**config.mk**
```make
export PLATFORM = sky130hd
export DESIGN_NAME = bfr_alu
export DESIGN_NICKNAME = d
export VERILOG_FILES = /design/src/rtl/bfr_pkg.sv /design/src/rtl/bfr_alu.sv
export SDC_FILE = /design/constraint.sdc
export NUM_CORES = 1
export LEC_CHECK = 0
export BUFFER_PORTS_ARGS = -buffer_cell sky130_fd_sc_hd__buf_2
export CORE_AREA = 2 2 40 69
export DETAILED_ROUTE_END_ITERATION = 10
export DIE_AREA = 0 0 42 71
export PLACE_DENSITY = 0.85
export SLEW_MARGIN = 20
export SYNTH_ARGS = -nofsm -noshare
export SYNTH_HDL_FRONTEND = slang
export SYNTH_SLANG_ARGS = --single-unit
```
**constraint.sdc**
```tcl
create_clock -name vclk -period 4.5
set_input_delay 0.45 -clock vclk [all_inputs]
set_output_delay 0.45 -clock vclk [all_outputs]
set_load 0.02 [all_outputs]
```
**src/rtl/bfr_pkg.sv**
```systemverilog
package bfr_pkg;

	// Default sizes of the font store and the glyph height
	localparam int FONT_BYTES_DEF = 8192;
	localparam int GLYPH_ROWS_DEF = 16;

	// Field widths
	localparam int CUR_W   = 16;
	localparam int FADDR_W = 13;
	localparam int GADDR_W = 15;
	localparam int SW_W    = 13;
	localparam int GB_W    = 6;
	localparam int COLOR_W = 32;
	localparam int MASK_W  = 8;
	localparam int CHAR_W  = 8;

	// Cursor steps
	localparam logic [CUR_W-1:0] WRAP_SPAN = 16'd16;
	localparam logic [CUR_W-1:0] GLYPH_W   = 16'd8;

	// Character and operation codes
	localparam logic [CHAR_W-1:0] CHAR_NL = 8'd10;
	localparam logic [CHAR_W-1:0] CHAR_CR = 8'd13;
	localparam logic OP_PRINT = 1'b0;
	localparam logic OP_WRITE = 1'b1;

	// Register map (index bit of paddr) and reset values
	localparam logic REG_SW = 1'b0;
	localparam logic REG_GB = 1'b1;
	localparam logic [SW_W-1:0] SW_RESET = 13'd1024;
	localparam logic [GB_W-1:0] GB_RESET = 6'd16;

	// Configuration seen by the datapath
	typedef struct packed {
		logic [SW_W-1:0] screen_width;
		logic [GB_W-1:0] glyph_bytes;
	} bfr_cfg_t;

	// Shared saturating adder / compare request and result
	typedef struct packed {
		logic [CUR_W-1:0] a;
		logic [CUR_W-1:0] b;
		logic [SW_W-1:0]  limit;
	} bfr_alu_req_t;

	typedef struct packed {
		logic [CUR_W-1:0] sum_sat;
		logic             over;
	} bfr_alu_rsp_t;

endpackage

```
**src/rtl/bfr_alu.sv**
```systemverilog
module bfr_alu (
	input  bfr_pkg::bfr_alu_req_t req,
	output bfr_pkg::bfr_alu_rsp_t rsp
);
	import bfr_pkg::*;

	logic [CUR_W:0] sum;

	// 17-bit sum, saturated to 16 bits, and compared against the limit
	always_comb begin
		sum         = {1'b0, req.a} + {1'b0, req.b};
		rsp.sum_sat = sum[CUR_W] ? {CUR_W{1'b1}} : sum[CUR_W-1:0];
		rsp.over    = sum > {{(CUR_W + 1 - SW_W){1'b0}}, req.limit};
	end

endmodule

```
==> reports/metrics.csv <==
metric;value;unit
syn_nets;240;
final_cell_mix;62 x buf_2, 29 x ha_1, 18 x a21oi_1;
peakVddDrop;0.0886;mV
worstPathRequired;4050;ps
p_leak;0.000832;µW
initial_utilization;49.4;%
post-route-period-util;88.2;%
routed_via_density;5.68;
yosysSeqAreaShare;0;%
wl;3300;µm
slew_headroom;70.8;%
crit_arrival;3520;ps
grtUsageTotal;22.2;%
dp.cells;251;
ys_types;40;
mostFrequentLayoutCell;buf_2;
hold_violations;0;
post_cts_resize_count;0;
drtIter0Drc;27;
yosysTopAreaCellShare;30.2;%
grt_max_degree;16;
dp_slack;551;ps
crit_slowest_cell;fa_1;
netlist.top_cell.by_area;ha_1;
layout-drive-gt1-share;29.8;%
crit_family;compound AO/OA/AOI/OAI gates;
io_pins;62;
wl_per_cell;13.1;µm
seq_area;0;µm²
final_cells;251;
area_growth_syn_to_layout;27.8;%
nClkBuffers;0;
cpPeakStageDelay;410;ps
core-area;0.00243;mm²
maxSlewViolCount;0;
hold_path.class;in2out;
setup_slack;530;ps
tns;0;ps
worstPathCellList;buf_2 > ha_1 > fa_1 > a21o_1 > a221oi_2 > o21ai_0 > xor2_1 > ha_1 > a21o_1 > a21o_1 > a21oi_1 > nand2_1 > o21ai_0 > nand4b_1 > buf_2;
fin_crit;3970;ps
fmax;252;MHz
nets;302;
path_max_fanout;4;
start_kind;input port;
critPathMostFrequentCell;a21o_1;
num_vias;1426;
outcome;completed;
rsz0062_at_grt;no;
ctsHoldBuffers;0;
gp_congestion;0.919;
syn_area;0.00120;mm²
first_global_vias;1395;
ant_nets;0;
path_buf_inv;2;
seq_cell_count;0;
placementRows;24;
setup_viol;0;
yosysWarnings;0;
grt_pass1_wl;5490;µm
crit_path_end_kind;output port;
die_area;0.00298;mm²
dr.pass1.iters;4;
diodes;0;
worst_slew_pin_slew;434;ps
power_density;192;mW/mm²
grt_overflow;0;
drc;0;
post_dp_cell_area;0.00154;mm²
drv_cap;0;
nFillCells;246;
worstSetupPathType;in2out;
ys_top_cells_by_area;ha_1 30%, a21oi_1 7.5%, xnor2_1 5.8%;
utilization;63.2;%
io_buffers;62;
die_width;42;µm
antenna_found_initial;0;
syn_area_per_cell;7.29;µm²
synth_cells;165;
dp_hpwl;2960;µm
post-cts-setup-buffer-count;0;
fp.dieH;71;µm
finalInstanceArea;0.00154;mm²
## layout make-up
class                      instances  area, µm²  area share [%]
multi-input combinational        148       1140            74.0
timing repair buffer              62        310            20.2
tap                               26       32.5            2.12
inverter                          15       56.3            3.66
## routing by layer
layer / global-route usage [%] / up-vias / share of wire (%)
li1: - / 725 / -
met1: 21.5 / 642 / 35
met2: 47.4 / 49 / 58
met3: 0.510 / 10 / 3.8
met4: 6.45 / 0 / 3.5
met5: 0 / - / 0
## through the flow
stage	total power [µW]	hold WS, ps
after floorplan	208	1190
after global placement	287	1330
after detailed placement	294	1340
after CTS	295	1340
after global routing	326	1400
final	294	1330
## worst paths after layout
check / depth (start not counted) / end / slack, ps / startpoint
hold / removal: 5 / rsp[1] / 1330 / req[29]
setup / recovery: 15 / rsp[0] / 530 / req[13]
## kinds of logic after synthesis
group	share of synthesized area, %
XOR/XNOR	8.01
AND/OR/NAND/NOR	23.8
AO/OA/AOI/OAI	30.9
buffers and inverters	5.41
adder cells (fa/ha/maj)	31.8
## synth_stat cells (all sizes together) (2+ instances only)
cell type / n
and4: 2
o211ai: 3
nand3: 3
xor2: 3
nand2b: 9
nand4: 3
o21ai: 9
a21oi: 19
nor2: 8
and3: 2
nand2: 15
xnor2: 8
o21a: 4
inv: 15
or2b: 4
a221oi: 2
a21boi: 2
ha: 29
a21o: 7
nor2b: 2
## power by group
group / switching (µW) / total, µW / internal, µW / leakage [µW]
Clock: 0 / 0 / 0 / 0
Sequential: 0 / 0 / 0 / 0
Combinational: 168 / 294 / 126 / 0.000832
No activity file was read; power rests on OpenSTA's default activity.
