<file path="src/rtl/bfr_pkg.sv">
package bfr_pkg;

	// Default sizes of the font store and the glyph height
	localparam int FONT_BYTES_DEF = 8192;
	localparam int GLYPH_ROWS_DEF = 16;

	// Field widths
	localparam int CUR_W   = 16;
	localparam int FADDR_W = 13;
	localparam int GADDR_W = 15;
	localparam int SW_W    = 13;
	localparam int GB_W    = 6;
	localparam int COLOR_W = 32;
	localparam int MASK_W  = 8;
	localparam int CHAR_W  = 8;

	// Cursor steps
	localparam logic [CUR_W-1:0] WRAP_SPAN = 16'd16;
	localparam logic [CUR_W-1:0] GLYPH_W   = 16'd8;

	// Character and operation codes
	localparam logic [CHAR_W-1:0] CHAR_NL = 8'd10;
	localparam logic [CHAR_W-1:0] CHAR_CR = 8'd13;
	localparam logic OP_PRINT = 1'b0;
	localparam logic OP_WRITE = 1'b1;

	// Register map (index bit of paddr) and reset values
	localparam logic REG_SW = 1'b0;
	localparam logic REG_GB = 1'b1;
	localparam logic [SW_W-1:0] SW_RESET = 13'd1024;
	localparam logic [GB_W-1:0] GB_RESET = 6'd16;

	// Configuration seen by the datapath
	typedef struct packed {
		logic [SW_W-1:0] screen_width;
		logic [GB_W-1:0] glyph_bytes;
	} bfr_cfg_t;

	// Shared saturating adder / compare request and result
	typedef struct packed {
		logic [CUR_W-1:0] a;
		logic [CUR_W-1:0] b;
		logic [SW_W-1:0]  limit;
	} bfr_alu_req_t;

	typedef struct packed {
		logic [CUR_W-1:0] sum_sat;
		logic             over;
	} bfr_alu_rsp_t;

endpackage

</file>
<file path="src/rtl/bfr_cfg.sv">
module bfr_cfg (
	input  logic              clk,
	input  logic              arst_n,
	input  logic              psel,
	input  logic              penable,
	input  logic              pwrite,
	input  logic [2:0]        paddr,
	input  logic [31:0]       pwdata,
	output logic [31:0]       prdata,
	output logic              pready,
	output bfr_pkg::bfr_cfg_t cfg
);
	import bfr_pkg::*;

	logic [SW_W-1:0] sw_q;
	logic [GB_W-1:0] gb_q;
	logic            wr;

	assign pready = 1'b1;
	assign wr     = psel & penable & pwrite;

	// Register writes in the access phase
	always_ff @(posedge clk or negedge arst_n) begin
		if (!arst_n) begin
			sw_q <= SW_RESET;
			gb_q <= GB_RESET;
		end else if (wr) begin
			case (paddr[2])
				REG_SW: sw_q <= pwdata[SW_W-1:0];
				REG_GB: gb_q <= pwdata[GB_W-1:0];
				default: ;
			endcase
		end
	end

	// Read mux
	always_comb begin
		case (paddr[2])
			REG_SW: prdata = {{(32 - SW_W){1'b0}}, sw_q};
			REG_GB: prdata = {{(32 - GB_W){1'b0}}, gb_q};
			default: prdata = '0;
		endcase
	end

	assign cfg.screen_width = sw_q;
	assign cfg.glyph_bytes  = gb_q;

endmodule
</file>
<file path="config.mk">
export PLATFORM = sky130hd
export DESIGN_NAME = bfr_cfg
export DESIGN_NICKNAME = d
export VERILOG_FILES = /design/src/rtl/bfr_pkg.sv /design/src/rtl/bfr_cfg.sv
export SDC_FILE = /design/constraint.sdc
export NUM_CORES = 1
export LEC_CHECK = 0
export BUFFER_PORTS_ARGS = -buffer_cell sky130_fd_sc_hd__buf_4
export CAP_MARGIN = 5
export CORE_ASPECT_RATIO = 1.1
export CORE_MARGIN = 3
export CORE_UTILIZATION = 40
export CTS_CLUSTER_DIAMETER = 50
export DETAILED_ROUTE_END_ITERATION = 12
export GPL_TIMING_DRIVEN = 0
export PLACE_DENSITY = 0.82
export SETUP_SLACK_MARGIN = 0.5
export SYNTH_ARGS = -nofsm -noshare
export SYNTH_HDL_FRONTEND = slang
export SYNTH_SLANG_ARGS = --single-unit
</file>
<file path="constraint.sdc">
create_clock -name clk -period 1.7 [get_ports clk]
set_input_delay 0.085 -clock clk [delete_from_list [all_inputs] [get_ports clk]]
set_output_delay 0.085 -clock clk [all_outputs]
set_load 0.01 [all_outputs]
</file>
==> flow_results.org <==
** Clocking
- CTS tree :: done
- Later-pin clock latency in the skew report :: 0.29 ns
- The clock passes through at most 2 buffers.
- Number of sinks on the clock net :: 19
- After clock tree synthesis, the clock-pin slew on the worst setup and hold paths is 0.11 ns.
- In this run the number of H-tree levels came out at 1.
- Clk root buf :: sky130_fd_sc_hd__clkbuf_4
- Clock tree synthesis inserted a total of 3 buffers.

** Floorplanning
- After floorplanning, the core was sized to cover 2365 um^2.
- The die covers 3279 um^2.
- Effective utilization at floorplan :: 44.44%
- Height of the die :: 59.76 um
- In this run the count of I/O pins placed on the die edge is 92.
- Number of placement rows :: 18
- Chip width :: 54.88 um

** Final layout
- The area growth from synthesis to layout is 61.67%.
- Ant. Diodes :: 0
- Counting the fill cells in the layout gives 166.
- The net count of the finished layout is 203.
- Fraction of final layout cells with drive strength greater than 1 :: between 70% and 80%

** Worst hold path
- In this run the worst hold path is classified as input pin to flip-flop.

** Power and ir drop
- Switching component of the power :: 0.5048 mW
- Summed over all cells, the static leakage comes to 0.9538 nW.
- Power spread over the standard cell area amounts to 977.5 nW/um^2.
- Share of total power in the clock network :: approximately 14%
- Largest vdd supply drop :: just over 0.7 mV
- Of the total power, the share spent switching nets is a little under a third.
- The internal power of the cells totals roughly 1.2 mW.
- Sequential cells burn between 30% and 40% of the power.
- Total Power :: 1.661 mW
- Relative contribution of combinational cells to total power :: 48.1%

** STA
- Hold is met by 0.01418 ns.
- Highest clock rate :: roughly 0.83 GHz
- In the post-route analysis, the smallest setup slack over all paths is just under 0.5 ns.
- Clk_skew :: 0 ns
- Setup violations remaining at the end of the flow were counted as 0.
- Final-report max-slew violation count :: 0
- Setup repair after global routing missed its margin :: yes
- The worst path uses between 70% and 80% of the clock period.
- The routed design could run at a clock period as short as 1.211 ns.
- Summed negative setup slack over all endpoints :: 0 ns
- The hold violation total from the final report came to 0.

** Logic synthesis
- Share of synthesized area occupied by flip-flops and latches :: 45.48%
- Share of synthesized registers carrying an async set or reset :: 100.0%
- Area leader, netlist :: sky130_fd_sc_hd__dfrtp_1
- The Yosys step of the flow raised 0 warnings.
- By count the netlist is led by 20 x sky130_fd_sc_hd__buf_4, 17 x sky130_fd_sc_hd__dfrtp_1, 15 x sky130_fd_sc_hd__mux2_2.
- The share of synthesized area in the top cell type comes to between 40 and 50%.
- The synthesized design contains 19 register bits.
- The synthesized netlist occupies a cell area of 1051 um^2.
- Per-instance average area after synthesis :: 13.65 um^2
- sky130_fd_sc_hd__buf_4 is the most common cell in the netlist.
- Synthesized netlist cell count :: 77
- Area contributors post-synth :: sky130_fd_sc_hd__dfrtp_1 40%, sky130_fd_sc_hd__mux2_2 16%, sky130_fd_sc_hd__buf_4 14%
- Counting flops with a built-in enable in the synthesized netlist gives 0.
- Primary FF master, synth :: sky130_fd_sc_hd__dfrtp_1
- The number of different library cells used by synthesis comes to 11.

** Critical path
- Along the worst path, the maximum fanout reaches 3.
- Critical path class :: flip-flop to output port
- Category of the worst setup path launch point :: flip-flop
- Data required, critical path :: 1.62 ns
- Crit path buffers/inverters :: 1
- Ordered list of cells on the worst path :: mux2_4 -> buf_6
- Kind of cell with the highest combined delay on the critical path :: flip-flops
- Critical path's largest stage delay :: 0.44 ns
- Critical path capture point type :: output port
- Critical-path cell with the highest stage delay :: sky130_fd_sc_hd__dfrtp_1
- For the worst setup path, the data arrival time is 1.13 ns.

** Place
- DPL Wire Length :: between 1.5 and 2 mm
- Timing analysis after detailed placement gives a worst setup slack of 0.6288 ns.
- During placement, the flow inserted port buffers numbering 50.
- The congestion estimate from routability-driven global placement came to 0.6278.

** Drt
- After detailed routing, the number of remaining DRC violations is 0.
- Routed Wire Length :: 2.780 mm
- Once detail routing completed, the nets flagged for antenna violations numbered 0.
- The first routing iteration left 9 violations.
- Dividing the detail-routed wire length by the instance count gives 14.48 um.
- The final route contains 838 vias.
- In the routed layout, each cell is associated on average with a via count of 4.365.
- The first detailed-routing pass ran for 3 iterations.

** Global route
- Met3 usage in global routing :: 3.242%
- Global routing consumed, over all layers together, 15.75% of the routing resources.
- Entering global routing, the biggest net connects 20 pins.
- The number of global-route vias before repair came to 802.
- First-pass GRT wire length :: 3.670 mm
- Leftover overflow at the end of global routing :: 0
- GRT met2 Usage :: 28.21%
- The initial antenna violation count came to 0.
- GRT Max-Usage Layer :: met2
- For this run, global-route usage on met1 was measured as between 10% and 20%.

** Job
- Max-cap viol count :: 0

** Status
- The flow ran to the end, and the final reports show no timing, DRC or antenna violations.
worst register-to-register path, cell delays in order, from the launching register on:
cell	delay, ns
sky130_fd_sc_hd__dfrtp_1	0.42
sky130_fd_sc_hd__buf_4	0.15
sky130_fd_sc_hd__buf_4	0.13
sky130_fd_sc_hd__mux2_4	0.24
path summary, 6_finish.rpt:
check / start / to / slack [ns] / depth (start not counted)
max: gb_q[0]$_DFFE_PN0P_ / prdata[0] / 0.49 / 2
min: pwdata[9] / sw_q[9]$_DFFE_PN0P_ / 0.01 / 2
max reg2reg: sw_q[2]$_DFFE_PN0P_ / sw_q[2]$_DFFE_PN0P_ / 0.65 / 3
min reg2reg: sw_q[6]$_DFFE_PN0P_ / sw_q[6]$_DFFE_PN0P_ / 0.54 / 1
max in group asynchronous: arst_n / sw_q[10]$_DFFE_PN1P_ / 1.22 / 2
min in group asynchronous: arst_n / sw_q[3]$_DFFE_PN0P_ / 0.21 / 2
per-layer routing:
layer / routed length, um / part of all wire (%)
met1: 1027 / 37
met2: 1387 / 50
met3: 321 / 12
met5: 0 / 0
met4: 44 / 1.6
cell families (layout without fill, tap and decap cells):
kind of cell | count (synthesis) | after routing | synth area share (%)
buffers and inverters | 22 | 89 | 15.83
DFF | 19 | 19 | 45.48
muxes | 25 | 25 | 30.36
other | 2 | 20 | 0.7146
and+or+nand+nor | 9 | 9 | 7.618
placed cells by master, fill, tap and decap left out:
cell type / instances
sky130_fd_sc_hd__mux2_4: 15
sky130_fd_sc_hd__dfrtp_1: 17
sky130_fd_sc_hd__nand4_2: 1
sky130_fd_sc_hd__nand4b_4: 1
sky130_fd_sc_hd__clkbuf_4: 3
sky130_fd_sc_hd__buf_2: 1
sky130_fd_sc_hd__clkbuf_1: 1
sky130_fd_sc_hd__mux2_2: 10
sky130_fd_sc_hd__nor2b_1: 7
sky130_fd_sc_hd__buf_4: 76
sky130_fd_sc_hd__conb_1: 20
sky130_fd_sc_hd__dfstp_2: 2
sky130_fd_sc_hd__buf_6: 7
sky130_fd_sc_hd__dlygate4sd3_1: 1
sequential cells by signal, summed over array words and instances, names as in the netlist:
register / flops
sw_q: 13
gb_q: 6
area by class of cell:
| class | instances | area (um^2) | area share (%) |
|---|---|---|---|
| repair buffers | 63 | 498.0 | 29.31 |
| flip-flops and latches | 19 | 478.0 | 28.13 |
| multi-input cells | 54 | 493.0 | 29.01 |
| clock buffers | 4 | 26.28 | 1.546 |
| well taps | 30 | 37.54 | 2.209 |
| plain buffers | 22 | 166.4 | 9.794 |
power groups by stage:
stage	Combinational [mW]	Clock [mW]	Sequential, mW
2_1_floorplan	0.271	0	0.678
3_3_place_gp	0.620	0	0.636
3_5_place_dp	0.632	0	0.642
4_1_cts	0.711	0.232	0.623
5_1_grt	0.853	0.256	0.645
6_report	0.800	0.228	0.633
per-stage QoR:
step                      area, um^2  util (%)  std cells
final                           1699     71.85        192
after CTS                       1628     68.84        188
after global routing            1699     71.85        192
after floorplan                 1119         -         95
after global placement          1531     64.76        175
after detailed placement        1531     64.76        175
timing repair:
item                                    4_1_cts  5_1_grt
hold buffers                                  1        0
setup buffers                                 8        4
endpoints found under the setup margin        5        7
hold endpoints to repair                     19        0
gates resized for setup                       0       11
pin swaps                                     0        0
Power figures use the tool's default switching activity.
